`src/hw/rtl/sbf_pkg.sv`:
```
// ----------------------------------------------------------------------------
// sbf_pkg
// Shared types, constants and the CRC-16 CCITT byte step for the block frame
// receiver.
// ----------------------------------------------------------------------------
package sbf_pkg;

    // Largest number of bytes that one frame may hold before it is closed.
    localparam int MAX_FRAME_BYTES = 4096;
    // The byte counter has to hold MAX_FRAME_BYTES itself.
    localparam int CNT_W = $clog2(MAX_FRAME_BYTES + 1);
    // Width used when the byte count is compared with the 16-bit length.
    localparam int CMP_W = (CNT_W > 16) ? CNT_W : 16;

    localparam int IDX_W   = 12;
    localparam int TDATA_W = 104;
    localparam int TUSER_W = 4;

    // Header byte offsets within a frame.
    localparam logic [3:0] OFS_CRC_LO  = 4'd2;
    localparam logic [3:0] OFS_CRC_HI  = 4'd3;
    localparam logic [3:0] OFS_ID_LO   = 4'd4;
    localparam logic [3:0] OFS_ID_HI   = 4'd5;
    localparam logic [3:0] OFS_LEN_LO  = 4'd6;
    localparam logic [3:0] OFS_LEN_HI  = 4'd7;
    localparam logic [3:0] OFS_TOW_B0  = 4'd8;
    localparam logic [3:0] OFS_TOW_B1  = 4'd9;
    localparam logic [3:0] OFS_TOW_B2  = 4'd10;
    localparam logic [3:0] OFS_TOW_B3  = 4'd11;
    localparam logic [3:0] OFS_WEEK_LO = 4'd12;
    localparam logic [3:0] OFS_WEEK_HI = 4'd13;

    // The CRC covers bytes from this offset on.
    localparam int CRC_START_OFS = 4;
    // A frame can only close on length once more than this many bytes are stored.
    localparam int MIN_STORED_BEFORE_END = 7;
    // Shortest legal declared block length.
    localparam int MIN_BLOCK_LENGTH = 14;
    // Week number meaning "unknown".
    localparam logic [15:0] WEEK_UNKNOWN = 16'hFFFF;

    typedef enum logic [1:0] {
        PH_SYNC1 = 2'd0,
        PH_SYNC2 = 2'd1,
        PH_BODY  = 2'd2
    } sbf_phase_t;

    typedef enum logic [2:0] {
        ST_NONE        = 3'd0,
        ST_TARGET_OK   = 3'd1,
        ST_OTHER_VALID = 3'd2,
        ST_CRC_BAD     = 3'd3,
        ST_LENGTH_BAD  = 3'd4,
        ST_SYNC_LOST   = 3'd5
    } sbf_status_t;

    typedef enum logic [2:0] {
        CFG_FIRST_SYNC  = 3'd0,
        CFG_SECOND_SYNC = 3'd1,
        CFG_TARGET_ID   = 3'd2,
        CFG_TARGET_MIN  = 3'd3,
        CFG_WEEK_MILLIS = 3'd4
    } sbf_cfg_idx_t;

    typedef struct packed {
        logic [7:0]  first_sync;
        logic [7:0]  second_sync;
        logic [12:0] target_block_id;
        logic [15:0] target_min_length;
        logic [31:0] week_millis;
    } sbf_cfg_t;

    typedef struct packed {
        logic [7:0]       byte_value;
        logic [IDX_W-1:0] byte_index;
        logic             in_frame;
        logic             frame_end;
        sbf_status_t      status;
        logic [12:0]      block_id;
        logic [2:0]       block_revision;
        logic [15:0]      block_length;
        logic [31:0]      time_of_week;
        logic [15:0]      week_number;
    } sbf_result_t;

    // One byte of CRC-16 CCITT, polynomial 0x1021, no reflection.
    function automatic logic [15:0] crc_step(input logic [15:0] crc, input logic [7:0] b);
        logic [7:0] x;
        x = crc[15:8] ^ b;
        x = x ^ (x >> 4);
        return {crc[7:0], 8'h00} ^ {x[3:0], 12'h000} ^ {3'b000, x, 5'b00000} ^ {8'h00, x};
    endfunction

endpackage

```
`src/hw/rtl/sbf_frame_core.sv`:
```
// ----------------------------------------------------------------------------
// sbf_frame_core
// Sync hunt, header capture, running CRC and frame end status for one byte.
// ----------------------------------------------------------------------------
module sbf_frame_core (
    input  logic                clk,
    input  logic                rst_n,
    input  sbf_pkg::sbf_cfg_t   cfg,
    input  logic [7:0]          in_byte,
    input  logic                push,
    output sbf_pkg::sbf_result_t result
);

    sbf_pkg::sbf_phase_t phase_reg, phase_next;
    logic [sbf_pkg::CNT_W-1:0] count_reg, count_next;
    logic [15:0] crc_reg, crc_next;
    logic [15:0] hcrc_reg, hcrc_next;
    logic [15:0] id_reg, id_next;
    logic [15:0] len_reg, len_next;
    logic [31:0] tow_reg, tow_next;
    logic [15:0] week_reg, week_next;

    logic [sbf_pkg::CMP_W-1:0] cnt_ext;
    logic [sbf_pkg::CMP_W-1:0] len_ext;
    logic                      close_frame;

    always_ff @(posedge clk or negedge rst_n)
    begin
        if (!rst_n)
        begin
            phase_reg <= sbf_pkg::PH_SYNC1;
            count_reg <= '0;
            crc_reg   <= '0;
            hcrc_reg  <= '0;
            id_reg    <= '0;
            len_reg   <= '0;
            tow_reg   <= '0;
            week_reg  <= '0;
        end
        else if (push)
        begin
            phase_reg <= phase_next;
            count_reg <= count_next;
            crc_reg   <= crc_next;
            hcrc_reg  <= hcrc_next;
            id_reg    <= id_next;
            len_reg   <= len_next;
            tow_reg   <= tow_next;
            week_reg  <= week_next;
        end
    end

    always_comb
    begin
        phase_next  = phase_reg;
        count_next  = count_reg;
        crc_next    = crc_reg;
        hcrc_next   = hcrc_reg;
        id_next     = id_reg;
        len_next    = len_reg;
        tow_next    = tow_reg;
        week_next   = week_reg;
        close_frame = 1'b0;
        cnt_ext     = '0;
        len_ext     = '0;

        result            = '0;
        result.byte_value = in_byte;
        result.status     = sbf_pkg::ST_NONE;

        case (phase_reg)
            sbf_pkg::PH_SYNC2:
            begin
                result.byte_index = sbf_pkg::IDX_W'(1);
                if (in_byte == cfg.second_sync)
                begin
                    result.in_frame = 1'b1;
                    count_next      = sbf_pkg::CNT_W'(2);
                    phase_next      = sbf_pkg::PH_BODY;
                end
                else
                begin
                    result.frame_end = 1'b1;
                    result.status    = sbf_pkg::ST_SYNC_LOST;
                    count_next       = '0;
                    phase_next       = sbf_pkg::PH_SYNC1;
                end
            end
            sbf_pkg::PH_BODY:
            begin
                result.byte_index = sbf_pkg::IDX_W'(count_reg);
                result.in_frame   = 1'b1;
                // Header bytes all sit below offset 16.
                if (count_reg[sbf_pkg::CNT_W-1:4] == '0)
                begin
                    case (count_reg[3:0])
                        sbf_pkg::OFS_CRC_LO:  hcrc_next[7:0]   = in_byte;
                        sbf_pkg::OFS_CRC_HI:  hcrc_next[15:8]  = in_byte;
                        sbf_pkg::OFS_ID_LO:   id_next[7:0]     = in_byte;
                        sbf_pkg::OFS_ID_HI:   id_next[15:8]    = in_byte;
                        sbf_pkg::OFS_LEN_LO:  len_next[7:0]    = in_byte;
                        sbf_pkg::OFS_LEN_HI:  len_next[15:8]   = in_byte;
                        sbf_pkg::OFS_TOW_B0:  tow_next[7:0]    = in_byte;
                        sbf_pkg::OFS_TOW_B1:  tow_next[15:8]   = in_byte;
                        sbf_pkg::OFS_TOW_B2:  tow_next[23:16]  = in_byte;
                        sbf_pkg::OFS_TOW_B3:  tow_next[31:24]  = in_byte;
                        sbf_pkg::OFS_WEEK_LO: week_next[7:0]   = in_byte;
                        sbf_pkg::OFS_WEEK_HI: week_next[15:8]  = in_byte;
                        default:              ;
                    endcase
                end
                if (count_reg >= sbf_pkg::CNT_W'(sbf_pkg::CRC_START_OFS))
                begin
                    crc_next = sbf_pkg::crc_step(crc_reg, in_byte);
                end
                count_next = count_reg + sbf_pkg::CNT_W'(1);
                // Stored count including this byte, and the declared length
                // as it stands after this byte.
                cnt_ext = sbf_pkg::CMP_W'(count_next);
                len_ext = sbf_pkg::CMP_W'(len_next);

                close_frame =
                    (cnt_ext > sbf_pkg::CMP_W'(sbf_pkg::MIN_STORED_BEFORE_END) &&
                     cnt_ext >= len_ext) ||
                    (count_next >= sbf_pkg::CNT_W'(sbf_pkg::MAX_FRAME_BYTES));

                if (close_frame)
                begin
                    result.frame_end      = 1'b1;
                    result.block_id       = id_next[12:0];
                    result.block_revision = id_next[15:13];
                    result.block_length   = len_next;
                    result.time_of_week   = tow_next;
                    result.week_number    = week_next;
                    if (len_ext < sbf_pkg::CMP_W'(sbf_pkg::MIN_BLOCK_LENGTH) ||
                        len_ext > cnt_ext)
                    begin
                        result.status = sbf_pkg::ST_LENGTH_BAD;
                    end
                    else if (hcrc_next != crc_next)
                    begin
                        result.status = sbf_pkg::ST_CRC_BAD;
                    end
                    else if (id_next[12:0] == cfg.target_block_id &&
                             len_next >= cfg.target_min_length &&
                             tow_next < cfg.week_millis &&
                             week_next != sbf_pkg::WEEK_UNKNOWN)
                    begin
                        result.status = sbf_pkg::ST_TARGET_OK;
                    end
                    else
                    begin
                        result.status = sbf_pkg::ST_OTHER_VALID;
                    end
                    count_next = '0;
                    phase_next = sbf_pkg::PH_SYNC1;
                end
            end
            default:
            begin
                // Hunting for the first sync byte; an unused phase code lands here too.
                phase_next = sbf_pkg::PH_SYNC1;
                if (in_byte == cfg.first_sync)
                begin
                    result.in_frame = 1'b1;
                    count_next      = sbf_pkg::CNT_W'(1);
                    crc_next        = '0;
                    hcrc_next       = '0;
                    id_next         = '0;
                    len_next        = '0;
                    tow_next        = '0;
                    week_next       = '0;
                    phase_next      = sbf_pkg::PH_SYNC2;
                end
            end
        endcase
    end

`ifndef ASSERT_OFF
    // The counter is cleared on the byte that fills the buffer.
    a_count_below_max: assert property (@(posedge clk) disable iff (!rst_n)
        count_reg < sbf_pkg::CNT_W'(sbf_pkg::MAX_FRAME_BYTES))
        else $error("byte count reached the buffer size");

    // Waiting for the second sync byte means exactly one byte is stored.
    a_sync2_count: assert property (@(posedge clk) disable iff (!rst_n)
        phase_reg == sbf_pkg::PH_SYNC2 |-> count_reg == sbf_pkg::CNT_W'(1))
        else $error("second sync phase with wrong byte count");

    // Inside a frame body at least the two sync bytes have been stored.
    a_body_count: assert property (@(posedge clk) disable iff (!rst_n)
        phase_reg == sbf_pkg::PH_BODY |-> count_reg >= sbf_pkg::CNT_W'(2))
        else $error("frame body with fewer than two stored bytes");
`endif

endmodule

```
`src/hw/rtl/sbf_out_buf.sv`:
```
// ----------------------------------------------------------------------------
// sbf_out_buf
// Two-entry output register with skid slot for result words.
// ----------------------------------------------------------------------------
module sbf_out_buf (
    input  logic                 clk,
    input  logic                 rst_n,
    input  logic                 push,
    input  sbf_pkg::sbf_result_t push_data,
    output logic                 in_ready,
    output logic                 out_valid,
    input  logic                 out_ready,
    output sbf_pkg::sbf_result_t out_data
);

    logic                 main_valid_reg;
    logic                 skid_valid_reg;
    sbf_pkg::sbf_result_t main_reg;
    sbf_pkg::sbf_result_t skid_reg;
    logic                 pop;

    assign in_ready  = !skid_valid_reg;
    assign out_valid = main_valid_reg;
    assign out_data  = main_reg;
    assign pop       = main_valid_reg && out_ready;

    always_ff @(posedge clk or negedge rst_n)
    begin
        if (!rst_n)
        begin
            main_valid_reg <= 1'b0;
            skid_valid_reg <= 1'b0;
        end
        else if (!main_valid_reg || pop)
        begin
            if (skid_valid_reg)
            begin
                main_valid_reg <= 1'b1;
                skid_valid_reg <= 1'b0;
            end
            else
            begin
                main_valid_reg <= push;
            end
        end
        else if (push)
        begin
            skid_valid_reg <= 1'b1;
        end
    end

    always_ff @(posedge clk)
    begin
        if (!main_valid_reg || pop)
        begin
            main_reg <= skid_valid_reg ? skid_reg : push_data;
        end
        else if (push)
        begin
            skid_reg <= push_data;
        end
    end

`ifndef ASSERT_OFF
    // The skid slot only fills behind a held word.
    a_skid_behind_main: assert property (@(posedge clk) disable iff (!rst_n)
        skid_valid_reg |-> main_valid_reg)
        else $error("skid slot full while output register empty");

    // A held skid word moves forward as soon as the output word leaves.
    a_skid_drains: assert property (@(posedge clk) disable iff (!rst_n)
        skid_valid_reg && pop |=> main_valid_reg && !skid_valid_reg)
        else $error("skid word not moved into the output register");

    // A push into a stalled full register lands in the skid slot.
    a_push_to_skid: assert property (@(posedge clk) disable iff (!rst_n)
        main_valid_reg && !pop && push |=> skid_valid_reg)
        else $error("word pushed while stalled was dropped");
`endif

endmodule

```
`src/hw/rtl/sbf_block_frame_receiver.sv`:
```
// ----------------------------------------------------------------------------
// sbf_block_frame_receiver
// Block frame receiver: finds the two sync bytes, captures the header, checks
// the CRC-16 CCITT and reports a status on the byte that closes each frame.
// ----------------------------------------------------------------------------
//
// Channel  Direction  Handshake            Payload
// -------  ---------  -------------------  ----------------------------------
// s_*      in         s_tvalid / s_tready  one received byte per word
// m_*      out        m_tvalid / m_tready  echoed byte, index, status, header
// cfg_*    in         cfg_valid/cfg_ready  register index and write data
//
// Every accepted byte produces exactly one output word. The byte is evaluated
// in the cycle it is accepted and its word is registered in the output
// register, or in the skid slot while m_tready is low, before it reaches m_*.
// A byte can be taken every cycle while s_tready is high: one word per clock.
// A two-entry output buffer lets one more byte in while a word is stalled on
// m_tready; s_tready drops only when both entries are full.
// Reset (rst_n low) puts the receiver back to hunting for the first sync byte
// and restores the register defaults. cfg_ready is always high.
//
module sbf_block_frame_receiver (
    input  logic         clk,
    input  logic         rst_n,

    // Input byte stream.
    input  logic         s_tvalid,
    output logic         s_tready,
    input  logic [7:0]   s_tdata,   // [7:0] rx_byte

    // Result stream.
    output logic         m_tvalid,
    input  logic         m_tready,
    // [7:0] byte_value, [19:8] byte_index, [32:20] block_id,
    // [35:33] block_revision, [51:36] block_length, [83:52] time_of_week,
    // [99:84] week_number, [103:100] zero
    output logic [103:0] m_tdata,
    output logic         m_tlast,   // frame_end
    output logic [3:0]   m_tuser,   // [0] in_frame, [3:1] status

    // Register writes.
    input  logic         cfg_valid,
    output logic         cfg_ready,
    input  logic [2:0]   cfg_index,
    input  logic [31:0]  cfg_data
);

    sbf_pkg::sbf_cfg_t    cfg_reg;
    sbf_pkg::sbf_result_t core_result;
    sbf_pkg::sbf_result_t out_word;
    logic                 push;

    // Registers can be written at any time; software keeps the stream idle.
    assign cfg_ready = 1'b1;

    always_ff @(posedge clk or negedge rst_n)
    begin
        if (!rst_n)
        begin
            cfg_reg.first_sync        <= 8'd36;
            cfg_reg.second_sync       <= 8'd64;
            cfg_reg.target_block_id   <= 13'd4007;
            cfg_reg.target_min_length <= 16'd96;
            cfg_reg.week_millis       <= 32'd604800000;
        end
        else if (cfg_valid && cfg_ready)
        begin
            case (sbf_pkg::sbf_cfg_idx_t'(cfg_index))
                sbf_pkg::CFG_FIRST_SYNC:  cfg_reg.first_sync        <= cfg_data[7:0];
                sbf_pkg::CFG_SECOND_SYNC: cfg_reg.second_sync       <= cfg_data[7:0];
                sbf_pkg::CFG_TARGET_ID:   cfg_reg.target_block_id   <= cfg_data[12:0];
                sbf_pkg::CFG_TARGET_MIN:  cfg_reg.target_min_length <= cfg_data[15:0];
                sbf_pkg::CFG_WEEK_MILLIS: cfg_reg.week_millis       <= cfg_data;
                default:                  ;
            endcase
        end
    end

    assign push = s_tvalid && s_tready;

    // Frame state and per-byte result logic.
    sbf_frame_core u_core (
        .clk     (clk),
        .rst_n   (rst_n),
        .cfg     (cfg_reg),
        .in_byte (s_tdata),
        .push    (push),
        .result  (core_result)
    );

    // Result register with skid slot.
    sbf_out_buf u_out (
        .clk       (clk),
        .rst_n     (rst_n),
        .push      (push),
        .push_data (core_result),
        .in_ready  (s_tready),
        .out_valid (m_tvalid),
        .out_ready (m_tready),
        .out_data  (out_word)
    );

    assign m_tdata = {4'b0000,
                      out_word.week_number,
                      out_word.time_of_week,
                      out_word.block_length,
                      out_word.block_revision,
                      out_word.block_id,
                      out_word.byte_index,
                      out_word.byte_value};
    assign m_tlast = out_word.frame_end;
    assign m_tuser = {out_word.status, out_word.in_frame};

`ifndef ASSERT_OFF
    // A frame end always carries a status, and only a frame end does.
    a_end_has_status: assert property (@(posedge clk) disable iff (!rst_n)
        m_tvalid |-> (m_tlast == (m_tuser[3:1] != sbf_pkg::ST_NONE)))
        else $error("frame end and status disagree");

    // Lost sync is reported on a byte that was not stored in a frame.
    a_sync_lost_out_of_frame: assert property (@(posedge clk) disable iff (!rst_n)
        m_tvalid && m_tuser[3:1] == sbf_pkg::ST_SYNC_LOST |-> !m_tuser[0])
        else $error("sync lost reported on a stored byte");

    // Header fields are shown only on a frame end that closes a stored frame.
    a_header_only_at_end: assert property (@(posedge clk) disable iff (!rst_n)
        m_tvalid && !(m_tlast && m_tuser[0]) |-> m_tdata[103:20] == '0)
        else $error("header fields on a word that does not close a frame");
`endif

endmodule

```
`config.mk`:
```
export PLATFORM = sky130hd
export DESIGN_NAME = sbf_block_frame_receiver
export DESIGN_NICKNAME = d
export VERILOG_FILES = /design/src/hw/rtl/sbf_pkg.sv /design/src/hw/rtl/sbf_frame_core.sv /design/src/hw/rtl/sbf_out_buf.sv /design/src/hw/rtl/sbf_block_frame_receiver.sv
export SDC_FILE = /design/constraint.sdc
export NUM_CORES = 1
export LEC_CHECK = 0
export ABC_AREA = 1
export BUFFER_PORTS_ARGS = -buffer_cell sky130_fd_sc_hd__clkbuf_2
export CAP_MARGIN = 10
export CORE_ASPECT_RATIO = 0.75
export CORE_UTILIZATION = 50
export CTS_CLUSTER_SIZE = 25
export DETAILED_ROUTE_END_ITERATION = 16
export PLACE_DENSITY_LB_ADDON = 0.1
export SYNTH_ARGS = -nofsm -noshare
export SYNTH_HDL_FRONTEND = slang
export SYNTH_SLANG_ARGS = --single-unit
```
`constraint.sdc`:
```
create_clock -name clk -period 8.5 [get_ports clk]
set_input_delay 0.425 -clock clk [delete_from_list [all_inputs] [get_ports clk]]
set_output_delay 0.425 -clock clk [all_outputs]
set_load 0.005 [all_outputs]
```
==> summary.txt <==
Place
  – Routability cong.: 0.897
  – Pre-CTS setup slack: 3.27 ns
  – I/O Buffers: 154
  – DP Wirelength: 36400 um
  – Post-DP Area: 0.0219 mm2

Finish
  – Final-layout fill cell count: between 3000 and 4000
  – Final Util: 57.0%
  – N_diodes: 0
  – Layout cell share with drive strength beyond 1: around 13%
  – Final instance area: 0.0233 mm2
  – P&R area growth vs syn: 12.1%
  – Most common cell after layout, fill and taps aside: nand2_1
  – # nets final: 2551
  – Commonest cells after routing, fill and taps aside: nand2_1, inv_1, edfxtp_1

Floorplanning
  – Rows: 64
  – Die height: around 180 um
  – Die X: between 200 and 250 um
  – Initial Util: about half
  – Core Area: 0.0409 mm2
  – Die area: between 0.04 and 0.05 mm2
  – # IOs: 160

Worst setup path
  – Crit-path most repeated cell: nand2_1
  – Crit path kind: reg2reg
  – Crit path cell chain: nor2_2, nand3_4, nor2_8, inv_2, nor2_1, mux2i_1, inv_1, ha_1, a21oi_1, o21ai_0, nand2_1, nand2_1, nand2_1, nand3_1, nor2_1, nand2_1, nor2_1, nand3_1, nor2_1, nand2_1, nand2_1, nand4_1, a21oi_1
  – Largest stage delay, worst path: around 0.83 ns
  – Worst-path fanout max: 61
  – Worst EP arrival: 5.72 ns
  – Slowest CP cell: nor2_1
  – Crit. Startpoint: u_core.count_reg[4]
  – Crit end category: flip-flop
  – Reg2reg start: u_core.count_reg[4]
  – Data required, critical path: slightly below 9 ns
  – Crit start category: flip-flop

STA
  – Relative slew slack: between 10% and 20%
  – Worst hold margin: -0.0443 ns
  – Final hold vios: 13
  – Setup Skew: 0.0198 ns
  – Fmax: 0.187 GHz
  – Min Tclk post-route: around 5.3 ns
  – Final Cycle Share: 62.9%
  – Setup TNS: 0 ns
  – RSZ-0062 raised after global routing: false
  – Setup ws final: about 3.2 ns
  – Worst Max-Slew Pin Slew: 1.22 ns
  – Finish-stage setup viols: 0
  – Final Slew Violations: 0

Global route
  – Total gr overflow: 0
  – Pin count of the biggest net entering global routing: 101
  – Initial antenna violation count: 0
  – Vias in the first global route: 15200
  – First-pass GRT wire length: between 80000 and 90000 um
  – GRT Total Usage: 26.2%

Logic synthesis
  – Unique masters post-synth: 55
  – Top post-synthesis cells by area: edfxtp_1, dfrtp_1, nand2_1, inv_1, o21ai_0
  – Synth async-reset ratio: approximately half
  – Dominant cell type by area after synthesis: edfxtp_1
  – Synthesis Warnings: 0
  – Synth Cell Area: approximately 0.021 mm2
  – Seq/Total Area, Yosys: 55.2%
  – Main synth FF type: edfxtp_1
  – EDFF count, synth: between 200 and 250
  – FF+latch count, synth: 416
  – Avg Inst Size Synth: just under 9 um2
  – Mapped Cells: between 2000 and 2500
  – Yosys top cell area share: 30.3%

Power
  – Leakage: 11.2 nW
  – Pwr dens: 263 mW/mm2
  – Tot Pwr: 6.14 mW
  – Worst VDD drop: roughly 0.14 mV

Flow run
  – Max Cap Viol: 0

Route
  – ANT nets after route: 0
  – Initial drt markers: 1265
  – Detailed-route wire length per cell: 18.1 um
  – Via count: around 16000
  – DR DRC count: 0
  – DRT Wirelength: roughly 55000 um
  – Vias/cell: 5.31
  – DR pass1 iterations: 6

Clocking
  – CTS Buffer Depth: 3
  – # H-tree levels: 2
  – CTS resizes: 0
  – CTS buffer count: 43
  – CTS clk-pin slew, worst paths: ~0.060 ns
  – Root Driver: clkbuf_16
  – Hold_buf cts: 0
  – Skew-Pair Late Insertion Delay: 0.56 ns
  – Sink Count: 416
  – CTS tree: yes
  – Post-CTS setup buffer count: 0

Worst hold path
  – Hold Path Class: in2async

Run status
  – Failing checks: hold timing
  – Status: finished with violations
[cell usage after synthesis (4+ instances only)]
library cell    n
o21ai_1        17
o22ai_2        10
nor2_4         10
nand3b_1       15
nor2_1        152
o22ai_1        99
nand3_1        63
dfrtp_1       186
a211oi_1        5
edfxtp_1      210
o21ai_0       179
dfstp_2        20
mux2i_1        16
inv_1         306
or2_2           7
inv_2           8
nand4_1        16
o21ai_2         6
buf_2          30
xor2_1         18
xnor2_1        19
o21bai_1        4
buf_4           7
nor3_1          9
clkbuf_1       62
nand2_1       696
a21oi_1        47
buf_6           5
nor2_2          4
buf_1           8
ha_1           65
[layout make-up]
cell class	instances	area, um2	area share, %
Clock buffer	66	1260	5.42
Multi-Input combinational cell	1491	7660	32.8
Sequential cell	416	11500	49.3
Clock inverter	13	116	0.499
Inverter	315	1180	5.08
Timing Repair Buffer	171	907	3.89
Tap cell	561	702	3.01
[metal layers]
metal  vias to the layer above  track usage [%]  share of wire, %
met1                      7692             38.2                47
li1                       7809                -                 -
met5                         -                0                 0
met4                         0             7.66               2.4
met2                       522             40.8                45
met3                        95             3.62               6.3
[final timing paths]
path                                        endpoint  slack (ns)  cells past startpoint
worst min-delay path              u_core.tow_reg[14]       -0.04                      1
worst min register to register           cfg_reg[40]        0.48                      2
min in group clk                         cfg_reg[29]        0.08                      3
max in group asynchronous       u_out.skid_valid_reg        7.05                      2
worst max-delay path              u_out.skid_reg[80]        3.15                     23
worst max register to register    u_out.skid_reg[80]        3.15                     23
[logic make-up (layout without fill, tap and decap cells)]
kind of cell	count (synthesis)	after routing	synth area share (%)
buf+inv	427	565	8.20
fa+ha+maj	65	65	3.91
simple gates	991	991	19.9
other cells	2	5	0.0361
compound gates	377	377	10.5
mux	16	16	0.769
xor+xnor	37	37	1.56
flops	416	416	55.2
[power by group]
part	switching (mW)	internal [mW]	leakage [nW]
clock network	0.786	1.09	0.681
registers	0.172	2.46	4.41
logic	1.04	0.596	6.12
[critical path: cells and delay by family (launching register included)]
kind / cells / cell delay [ns]
and+or+nand+nor: 16 / 3.00
DFF: 1 / 0.44
buffers and inverters: 2 / 0.45
AOI/OAI and AO/OA: 3 / 0.51
adders and majority gates: 1 / 0.30
muxes: 1 / 0.45
[metrics by stage]
stage / hold WS (ns) / std cells
2_1_floorplan: 0.129 / 2334
3_3_place_gp: 0.468 / 2954
3_5_place_dp: 0.475 / 2954
4_1_cts: 0.00139 / 3033
5_1_grt: 0.0386 / 3033
6_report: -0.0443 / 3033
Note: power is estimated with default switching activity, not from simulation.
